==> config.mk <==
export PLATFORM = sky130hd
export DESIGN_NAME = interval_set_insert_merge_top
export DESIGN_NICKNAME = d
export VERILOG_FILES = /design/src/rtl/isim_pkg.sv /design/src/rtl/isim_ram.sv /design/src/rtl/isim_cmp.sv /design/src/rtl/isim_acc.sv /design/src/rtl/interval_set_insert_merge_top.sv
export SDC_FILE = /design/constraint.sdc
export NUM_CORES = 2
export LEC_CHECK = 0
export BUFFER_PORTS_ARGS = -buffer_cell sky130_fd_sc_hd__clkbuf_2
export CAP_MARGIN = 20
export CORE_MARGIN = 4
export CORE_UTILIZATION = 36
export DETAILED_ROUTE_END_ITERATION = 10
export SYNTH_ARGS = -nofsm -noshare
export SYNTH_HDL_FRONTEND = slang
export SYNTH_SLANG_ARGS = --single-unit
==> constraint.sdc <==
create_clock -name i_clk -period 12.2 [get_ports i_clk]
set_input_delay 1.83 -clock i_clk [delete_from_list [all_inputs] [get_ports i_clk]]
set_output_delay 1.83 -clock i_clk [all_outputs]
set_load 0.03 [all_outputs]
==> src/rtl/isim_pkg.sv <==
// Shared types and constants for the interval set insert/merge block.
package isim_pkg;

    localparam int CAPACITY = 16;
    localparam int IDX_W    = (CAPACITY > 1) ? $clog2(CAPACITY) : 1;
    localparam int CNT_W    = $clog2(CAPACITY + 1);
    localparam int ADDR_W   = 32;
    localparam int COUNT_W  = 5;
    localparam int LANES    = 4;

    typedef logic [IDX_W-1:0]   t_idx;
    typedef logic [CNT_W-1:0]   t_cnt;
    typedef logic [COUNT_W-1:0] t_count;
    typedef logic [ADDR_W-1:0]  t_addr;

    typedef enum logic {
        OP_INSERT = 1'b0,
        OP_READ   = 1'b1
    } t_op;

    typedef enum logic [1:0] {
        ST_OK    = 2'd0,
        ST_FULL  = 2'd1,
        ST_ORDER = 2'd2
    } t_status;

    typedef struct packed {
        t_op        operation;
        t_addr      start_addr;
        t_addr      end_addr;
        logic [3:0] entry_index;
    } t_in_item;

    typedef struct packed {
        t_addr   entry_start;
        t_addr   entry_end;
        logic    entry_valid;
        t_count  interval_count;
        t_addr   covered_size;
        t_status status;
    } t_out_item;

    typedef struct packed {
        t_addr start_v;
        t_addr end_v;
    } t_entry;

    localparam int ENTRY_W = $bits(t_entry);

    typedef enum logic [1:0] {
        ACC_HOLD = 2'd0,
        ACC_ADD  = 2'd1,
        ACC_SUB  = 2'd2
    } t_acc_op;

    typedef struct packed {
        t_acc_op op;
        t_addr   lo;
        t_addr   hi;
    } t_acc_req;

    typedef struct packed {
        logic [LANES-1:0][ADDR_W-1:0] a;
        logic [LANES-1:0][ADDR_W-1:0] b;
    } t_cmp_req;

    typedef struct packed {
        logic [LANES-1:0] lt;
    } t_cmp_rsp;

    typedef enum logic [6:0] {
        S_IDLE  = 7'b0000001,
        S_SCAN  = 7'b0000010,
        S_GROW  = 7'b0000100,
        S_MERGE = 7'b0001000,
        S_PACK  = 7'b0010000,
        S_READ  = 7'b0100000,
        S_FIN   = 7'b1000000
    } t_state;

endpackage

==> src/rtl/isim_ram.sv <==
// Generic single-write, single-read RAM with registered read data.
module isim_ram #(
    parameter int WIDTH = 64,
    parameter int DEPTH = 16
) (
    input  logic                              i_clk,
    input  logic                              i_we,
    input  logic [$clog2(DEPTH > 1 ? DEPTH : 2)-1:0] i_waddr,
    input  logic [WIDTH-1:0]                  i_wdata,
    input  logic [$clog2(DEPTH > 1 ? DEPTH : 2)-1:0] i_raddr,
    output logic [WIDTH-1:0]                  o_rdata
);

    logic [WIDTH-1:0] r_mem [DEPTH];
    logic [WIDTH-1:0] r_rdata;

    always_ff @(posedge i_clk) begin
        if (i_we) begin
            r_mem[i_waddr] <= i_wdata;
        end
        r_rdata <= r_mem[i_raddr];
    end

    assign o_rdata = r_rdata;

endmodule

==> src/rtl/isim_cmp.sv <==
// Shared unsigned compare unit: four independent less-than lanes.
module isim_cmp (
    input  isim_pkg::t_cmp_req i_req,
    output isim_pkg::t_cmp_rsp o_rsp
);

    always_comb begin
        for (int k = 0; k < isim_pkg::LANES; k++) begin
            o_rsp.lt[k] = i_req.a[k] < i_req.b[k];
        end
    end

endmodule

==> src/rtl/isim_acc.sv <==
// Covered-size accumulator: running sums of starts and ends, one update a cycle.
module isim_acc (
    input  logic               i_clk,
    input  logic               i_rst_n,
    input  isim_pkg::t_acc_req i_req,
    output isim_pkg::t_addr    o_covered
);

    isim_pkg::t_addr r_sum_lo, n_sum_lo;
    isim_pkg::t_addr r_sum_hi, n_sum_hi;

    always_comb begin
        n_sum_lo = r_sum_lo;
        n_sum_hi = r_sum_hi;
        unique case (i_req.op)
            isim_pkg::ACC_ADD: begin
                n_sum_lo = r_sum_lo + i_req.lo;
                n_sum_hi = r_sum_hi + i_req.hi;
            end
            isim_pkg::ACC_SUB: begin
                n_sum_lo = r_sum_lo - i_req.lo;
                n_sum_hi = r_sum_hi - i_req.hi;
            end
            default: begin
                n_sum_lo = r_sum_lo;
                n_sum_hi = r_sum_hi;
            end
        endcase
    end

    always_ff @(posedge i_clk) begin
        if (!i_rst_n) begin
            r_sum_lo <= '0;
            r_sum_hi <= '0;
        end else begin
            r_sum_lo <= n_sum_lo;
            r_sum_hi <= n_sum_hi;
        end
    end

    // sum of (end - start) modulo 2^32
    assign o_covered = r_sum_hi - r_sum_lo;

endmodule

==> src/rtl/interval_set_insert_merge_top.sv <==
// Interval set top level: sequencer over the entry RAM, compare unit and accumulator.
//
// Keeps up to CAPACITY (16) disjoint [start, end] intervals sorted by start in a
// RAM that moves one entry per cycle. A read item passes through S_READ, which
// captures the addressed entry, and S_FIN, which loads the output register. An
// insert first scans entries from index 0 until it finds its place, then either
// shifts the entries above up by one or absorbs the run of overlapping or touching
// entries and moves the tail down. An insert that would add an entry to a full
// table is dropped. A rejected insert (start above end) goes straight to S_FIN.
// The block takes one item at a time; a finished result waits in the output
// register while the next item is accepted, and a result still held there stalls
// the sequencer in its last step. Reset empties the set.
module interval_set_insert_merge_top (
    input  logic                i_clk,
    input  logic                i_rst_n,
    input  logic                i_in_valid,
    output logic                o_in_ready,
    input  isim_pkg::t_in_item  i_in_item,
    output logic                o_out_valid,
    input  logic                i_out_ready,
    output isim_pkg::t_out_item o_out_item
);

    isim_pkg::t_state    r_state, n_state;
    isim_pkg::t_cnt      r_cnt, n_cnt;
    isim_pkg::t_cnt      r_ptr, n_ptr;
    isim_pkg::t_cnt      r_i, n_i;
    isim_pkg::t_cnt      r_j, n_j;
    isim_pkg::t_cnt      r_k, n_k;
    isim_pkg::t_cnt      r_rem, n_rem;
    isim_pkg::t_addr     r_s, n_s;
    isim_pkg::t_addr     r_e, n_e;
    logic [3:0]          r_idx, n_idx;
    isim_pkg::t_addr     r_ns, n_ns;
    isim_pkg::t_addr     r_ne, n_ne;
    isim_pkg::t_addr     r_rs, n_rs;
    isim_pkg::t_addr     r_re, n_re;
    logic                r_rv, n_rv;
    isim_pkg::t_status   r_st, n_st;
    logic                r_ovalid, n_ovalid;
    isim_pkg::t_out_item r_out, n_out;

    logic                ram_we;
    isim_pkg::t_idx      ram_waddr;
    isim_pkg::t_entry    ram_wdata;
    isim_pkg::t_idx      ram_raddr;
    logic [isim_pkg::ENTRY_W-1:0] ram_rdata;
    isim_pkg::t_entry    q;

    isim_pkg::t_cmp_req  cmp_req;
    isim_pkg::t_cmp_rsp  cmp_rsp;
    isim_pkg::t_acc_req  acc_req;
    isim_pkg::t_addr     covered;

    logic                in_acc;
    logic                have;
    isim_pkg::t_cnt      rem;

    isim_ram #(
        .WIDTH(isim_pkg::ENTRY_W),
        .DEPTH(isim_pkg::CAPACITY)
    ) u_ram (
        .i_clk   (i_clk),
        .i_we    (ram_we),
        .i_waddr (ram_waddr),
        .i_wdata (ram_wdata),
        .i_raddr (ram_raddr),
        .o_rdata (ram_rdata)
    );

    assign q = isim_pkg::t_entry'(ram_rdata);

    isim_cmp u_cmp (
        .i_req (cmp_req),
        .o_rsp (cmp_rsp)
    );

    isim_acc u_acc (
        .i_clk     (i_clk),
        .i_rst_n   (i_rst_n),
        .i_req     (acc_req),
        .o_covered (covered)
    );

    assign o_in_ready  = (r_state == isim_pkg::S_IDLE);
    assign in_acc      = i_in_valid && o_in_ready;
    assign o_out_valid = r_ovalid;
    assign o_out_item  = r_out;

    always_comb begin
        n_state  = r_state;
        n_cnt    = r_cnt;
        n_ptr    = r_ptr;
        n_i      = r_i;
        n_j      = r_j;
        n_k      = r_k;
        n_rem    = r_rem;
        n_s      = r_s;
        n_e      = r_e;
        n_idx    = r_idx;
        n_ns     = r_ns;
        n_ne     = r_ne;
        n_rs     = r_rs;
        n_re     = r_re;
        n_rv     = r_rv;
        n_st     = r_st;
        n_ovalid = r_ovalid && !i_out_ready;
        n_out    = r_out;

        ram_we    = 1'b0;
        ram_waddr = isim_pkg::t_idx'(r_i);
        ram_wdata = q;
        ram_raddr = isim_pkg::t_idx'(r_ptr + 1'b1);

        acc_req.op = isim_pkg::ACC_HOLD;
        acc_req.lo = q.start_v;
        acc_req.hi = q.end_v;

        // scan lanes: end<s, e<start, start<s, e<end
        cmp_req.a[0] = q.end_v;   cmp_req.b[0] = r_s;
        cmp_req.a[1] = r_e;       cmp_req.b[1] = q.start_v;
        cmp_req.a[2] = q.start_v; cmp_req.b[2] = r_s;
        cmp_req.a[3] = r_e;       cmp_req.b[3] = q.end_v;

        have = 1'b0;
        rem  = r_j - r_i - 1'b1;

        unique case (r_state)
            isim_pkg::S_IDLE: begin
                cmp_req.a[0] = i_in_item.end_addr;
                cmp_req.b[0] = i_in_item.start_addr;
                ram_raddr = (i_in_item.operation == isim_pkg::OP_READ)
                          ? isim_pkg::t_idx'(i_in_item.entry_index) : '0;
                if (in_acc) begin
                    n_s   = i_in_item.start_addr;
                    n_e   = i_in_item.end_addr;
                    n_idx = i_in_item.entry_index;
                    n_rs  = '0;
                    n_re  = '0;
                    n_rv  = 1'b0;
                    n_st  = isim_pkg::ST_OK;
                    n_ptr = '0;
                    if (i_in_item.operation == isim_pkg::OP_READ) begin
                        n_state = isim_pkg::S_READ;
                    end else if (cmp_rsp.lt[0]) begin
                        n_st    = isim_pkg::ST_ORDER;
                        n_state = isim_pkg::S_FIN;
                    end else begin
                        n_state = isim_pkg::S_SCAN;
                    end
                end
            end
            isim_pkg::S_READ: begin
                if (32'(r_idx) < 32'(r_cnt)) begin
                    n_rs = q.start_v;
                    n_re = q.end_v;
                    n_rv = 1'b1;
                end
                n_state = isim_pkg::S_FIN;
            end
            isim_pkg::S_SCAN: begin
                have = r_ptr < r_cnt;
                if (have && cmp_rsp.lt[0]) begin
                    n_ptr = r_ptr + 1'b1;
                end else begin
                    n_i = r_ptr;
                    if (!have || cmp_rsp.lt[1]) begin
                        if (r_cnt == isim_pkg::t_cnt'(isim_pkg::CAPACITY)) begin
                            n_st    = isim_pkg::ST_FULL;
                            n_state = isim_pkg::S_FIN;
                        end else begin
                            acc_req.op = isim_pkg::ACC_ADD;
                            acc_req.lo = r_s;
                            acc_req.hi = r_e;
                            n_k        = r_cnt;
                            ram_raddr  = isim_pkg::t_idx'(r_cnt - 1'b1);
                            n_state    = isim_pkg::S_GROW;
                        end
                    end else begin
                        n_ns       = cmp_rsp.lt[2] ? q.start_v : r_s;
                        n_ne       = cmp_rsp.lt[3] ? q.end_v : r_e;
                        acc_req.op = isim_pkg::ACC_SUB;
                        n_j        = r_ptr + 1'b1;
                        n_state    = isim_pkg::S_MERGE;
                    end
                end
            end
            isim_pkg::S_GROW: begin
                ram_we = 1'b1;
                if (r_k == r_i) begin
                    ram_waddr = isim_pkg::t_idx'(r_i);
                    ram_wdata = '{start_v: r_s, end_v: r_e};
                    n_cnt     = r_cnt + 1'b1;
                    n_state   = isim_pkg::S_FIN;
                end else begin
                    ram_waddr = isim_pkg::t_idx'(r_k);
                    ram_wdata = q;
                    ram_raddr = isim_pkg::t_idx'(r_k - 2'd2);
                    n_k       = r_k - 1'b1;
                end
            end
            isim_pkg::S_MERGE: begin
                // lanes: ne<start (gap), ne<end (extend)
                cmp_req.a[0] = r_ne; cmp_req.b[0] = q.start_v;
                cmp_req.a[1] = r_ne; cmp_req.b[1] = q.end_v;
                ram_raddr = isim_pkg::t_idx'(r_j + 1'b1);
                have = r_j < r_cnt;
                if (have && !cmp_rsp.lt[0]) begin
                    if (cmp_rsp.lt[1]) begin
                        n_ne = q.end_v;
                    end
                    acc_req.op = isim_pkg::ACC_SUB;
                    n_j        = r_j + 1'b1;
                end else begin
                    ram_we     = 1'b1;
                    ram_waddr  = isim_pkg::t_idx'(r_i);
                    ram_wdata  = '{start_v: r_ns, end_v: r_ne};
                    acc_req.op = isim_pkg::ACC_ADD;
                    acc_req.lo = r_ns;
                    acc_req.hi = r_ne;
                    n_rem      = rem;
                    if (rem == '0) begin
                        n_state = isim_pkg::S_FIN;
                    end else begin
                        ram_raddr = isim_pkg::t_idx'(r_j);
                        n_k       = r_j;
                        n_state   = isim_pkg::S_PACK;
                    end
                end
            end
            isim_pkg::S_PACK: begin
                have = r_k < r_cnt;
                ram_raddr = isim_pkg::t_idx'(r_k + 1'b1);
                if (have) begin
                    ram_we    = 1'b1;
                    ram_waddr = isim_pkg::t_idx'(r_k - r_rem);
                    ram_wdata = q;
                    n_k       = r_k + 1'b1;
                end else begin
                    n_cnt   = r_cnt - r_rem;
                    n_state = isim_pkg::S_FIN;
                end
            end
            isim_pkg::S_FIN: begin
                if (!r_ovalid || i_out_ready) begin
                    n_out.entry_start    = r_rs;
                    n_out.entry_end      = r_re;
                    n_out.entry_valid    = r_rv;
                    n_out.interval_count = isim_pkg::t_count'(r_cnt);
                    n_out.covered_size   = covered;
                    n_out.status         = r_st;
                    n_ovalid             = 1'b1;
                    n_state              = isim_pkg::S_IDLE;
                end
            end
            default: begin
                n_state = isim_pkg::S_IDLE;
            end
        endcase
    end

    always_ff @(posedge i_clk) begin
        if (!i_rst_n) begin
            r_state  <= isim_pkg::S_IDLE;
            r_cnt    <= '0;
            r_ovalid <= 1'b0;
        end else begin
            r_state  <= n_state;
            r_cnt    <= n_cnt;
            r_ovalid <= n_ovalid;
        end
    end

    always_ff @(posedge i_clk) begin
        r_ptr <= n_ptr;
        r_i   <= n_i;
        r_j   <= n_j;
        r_k   <= n_k;
        r_rem <= n_rem;
        r_s   <= n_s;
        r_e   <= n_e;
        r_idx <= n_idx;
        r_ns  <= n_ns;
        r_ne  <= n_ne;
        r_rs  <= n_rs;
        r_re  <= n_re;
        r_rv  <= n_rv;
        r_st  <= n_st;
        r_out <= n_out;
    end

endmodule
==> flow_summary.toml <==
[synth]
synth_top_cell_by_area = "edfxtp_1"
synth_top_family_by_area = "simple AND/OR/NAND/NOR gates"
synthesis.instances = 6081
ys_top_cells_by_area = "edfxtp_1, nand2_1, ha_1"
synth_seq_area_share_pct = 62.9
synthAdderAreaFrac_pct = 4.80
syn_area_per_cell_um2 = 11.3
synth_top_cell_area_share_pct = 58.8
synthFlopType = "edfxtp_1"
synth_warnings = 0
async_reset_ff_share_pct = 0
synth_common_cells = "nand2_1, edfxtp_1, nand3_1"
yosys.area_share.simple_pct = 16.3
syn_nets = 6415
syn_area_um2 = 69000
synth_edf_count = 1352
ys_ff_latch = 1493
synth.most_common_cell = "nand2_1"
synth_compound_area_share_pct = 9.43
synthMuxAreaShare_pct = 1.65
synth_xor_area_share_pct = 2.14
synth.distinct_cells = 88

[route]
drt-total-wl_um = 222000
num_vias = 49400
drt_iter0_drc = 5571
drc_errors = 0
first_pass_iters = 6
antenna_left = 0
viasPerCell = 5.56
post_drt_wl_per_cell_um = 25.0

[timing]
min_period_over_period_pct = 91.6
finClkSkew_ps = 65.6
fmax_ghz = 0.0895
final.setup.tns_ps = 0
setup_viol = 0
rsz0062_at_grt = "false"
maxSlewHeadroom_pct = 10.6
finalCriticalPeriod_ps = 11170
hold_viol = 0
slew_violations = 0
worstMarginPinSlew_ps = 1340

[setup_path]
max_stage_delay_ps = 710
critPathMostFrequentCell = "a21oi_1"
critical_path_class = "reg -> reg"
crit_slowest_cell = "inv_2"
worstPathMaxFanout = 59
arrival_ps = 11930
required_ps = 12950
startpoint_type = "flop"
endpoint_kind = "flop"

[final_layout]
area_growth_syn_to_layout_pct = 13.5
drive_gt1_share_pct = 10.8
fin_nets = 6572
fin_cells = 8877

[outcome]
status = "complete, no violations"

[min_path]
hold_class = "reg -> reg"

[flow_run]
maxCapViolCount = 0

[floorplan]
initial_core_util_pct = 36.2
io_pins = 179
core_region_area_um2 = 190000
die_area_um2 = 199000
die-height_um = 446
die_w_um = 446
rows = 160

[global_route]
antenna_found_initial = 14
grt_max_degree = 137
grt_pass1_wl_um = 321000
overflow = 0
grt_pass1_vias = 46700
grt.total_usage_pct = 21.7

[place]
dp_cells = 8589
io_buffer_count = 178
place_hpwl_um = 141000
finalWeightedCongestion = 0.935

[clock_network]
cts_tree = "done"
htree_levels = 4
insertion_delay_ps = 830
cts_buffers = 151
cts_setup_buffers = 0
clk_path_buf_depth = 3
clock-sinks = 1493
root_buffer = "clkbuf_16"
cts_resized = 0
cts-hold-fix-buffers = 0
path_clk_slew_ps = 60

[pwr]
peakVddDrop_mv = 0.355
power.density_nw_per_um2 = 290
leakage_nw = 29.0
-- per-stage QoR --
step                      setup slack (ps)  util [%]  total power [W]  hold WS (ps)  instance area [um2]
final                                 1030      41.1           0.0227           403                78300
after global routing                   460      41.1           0.0241           421                78300
after CTS                             1140      41.1           0.0227           404                78200
after detailed placement              1170      38.5           0.0180           405                73200
after global placement                1450      38.5           0.0179           402                73200
after floorplan                       1280         -           0.0143           400                69000
-- worst paths after layout --
path / start / endpoint / slack (ps) / depth (start not counted)
worst max-delay path: r_state[2]$_SDFFE_PN0P_ / u_acc.r_sum_hi[31]$_SDFFE_PN0P_ / 1030 / 34
worst min-delay path: r_rs[9]$_SDFFCE_PN0P_ / o_out_item[81]$_DFFE_PP_ / 400 / 0
worst max register to register: r_state[2]$_SDFFE_PN0P_ / u_acc.r_sum_hi[31]$_SDFFE_PN0P_ / 1030 / 34
worst min register to register: r_rs[9]$_SDFFCE_PN0P_ / o_out_item[81]$_DFFE_PP_ / 400 / 0
-- cell families (layout without fill, tap and decap cells) --
kind of cell,count (synthesis),count (layout)
flops,1493,1493
fa+ha+maj,261,261
compound gates,988,988
buf+inv,490,772
xor+xnor,167,167
simple gates,2576,2576
other cells,0,3
mux,106,106
-- flip-flops by register name, summed over array words and instances, names as in the netlist, 7 cells and up --
name and cells:
r_e 32, r_s 32, u_acc.r_sum_hi 32, r_state 7, u_ram.o_rdata 64, u_acc.r_sum_lo 32, r_ns 32, o_out_item 104
r_rs 32, r_re 32, r_ne 32, u_ram.r_mem 1024
-- where the power goes --
group / switching (W) / internal [W]
sequential: 0.000424 / 0.00671
combinational: 0.00755 / 0.00338
clock: 0.00206 / 0.00261
total: 0.0100 / 0.0127
-- metal layers --
metal  GRT usage (%)  vias up  wire length (um)
li1                -    22500                 -
met1            28.5    24300             89600
met2            35.2     2218            103000
met3            3.68      444             17400
met4            9.67        8             11100
met5               0        -                51
-- cell usage in the layout, fill, tap and decap left out, types with 14 or more instances in the layout --
cell / synthesis / routed
nand4_1: 108 / 108
a31oi_1: 51 / 41
nor2_1: 246 / 228
nand3_1: 444 / 444
clkbuf_2: 0 / 178
a21o_1: 60 / 60
nor3_1: 51 / 48
clkbuf_16: 0 / 154
a211oi_1: 23 / 22
o21a_1: 18 / 17
a221oi_1: 73 / 73
clkinv_2: 0 / 16
buf_4: 0 / 137
a22o_1: 38 / 38
clkinv_1: 2 / 24
nor2_4: 0 / 16
a21oi_1: 185 / 185
clkbuf_1: 238 / 39
xor2_1: 68 / 68
and2_1: 84 / 82
nand2b_1: 34 / 34
a221o_1: 15 / 15
or3_1: 14 / 14
a21boi_0: 17 / 17
mux2_2: 61 / 61
a22oi_1: 31 / 31
edfxtp_1: 1352 / 1352
nand2_1: 1482 / 1478
o21ai_0: 266 / 266
ha_1: 255 / 254
o311ai_0: 16 / 16
o22ai_1: 63 / 63
o211ai_1: 31 / 31
mux2i_1: 44 / 44
xnor2_1: 98 / 98
dfxtp_1: 141 / 141
inv_1: 162 / 161
and3_1: 23 / 22
nor2b_1: 38 / 37
-- worst max-delay path, delay by kind of cell (launching register included) --
| family | cells | cell delay, ps |
|---|---|---|
| buffers and inverters | 4 | 2300 |
| adders and majority gates | 2 | 720 |
| xor gates and xnor gates | 2 | 510 |
| DFF | 1 | 350 |
| and+or+nand+nor | 11 | 3380 |
| AOI/OAI and AO/OA | 15 | 3850 |
-- final cells by class --
class	count	area [um2]
repair buffers	328	2160
clock buffers	205	4170
flip-flops and latches	1493	43400
fillers	17800	112000
diodes	3	7.51
well taps	2511	3140
clock inverters	73	815
multi-input cells	4098	24000
inverters	166	624
(Power assumes the default switching activity.)
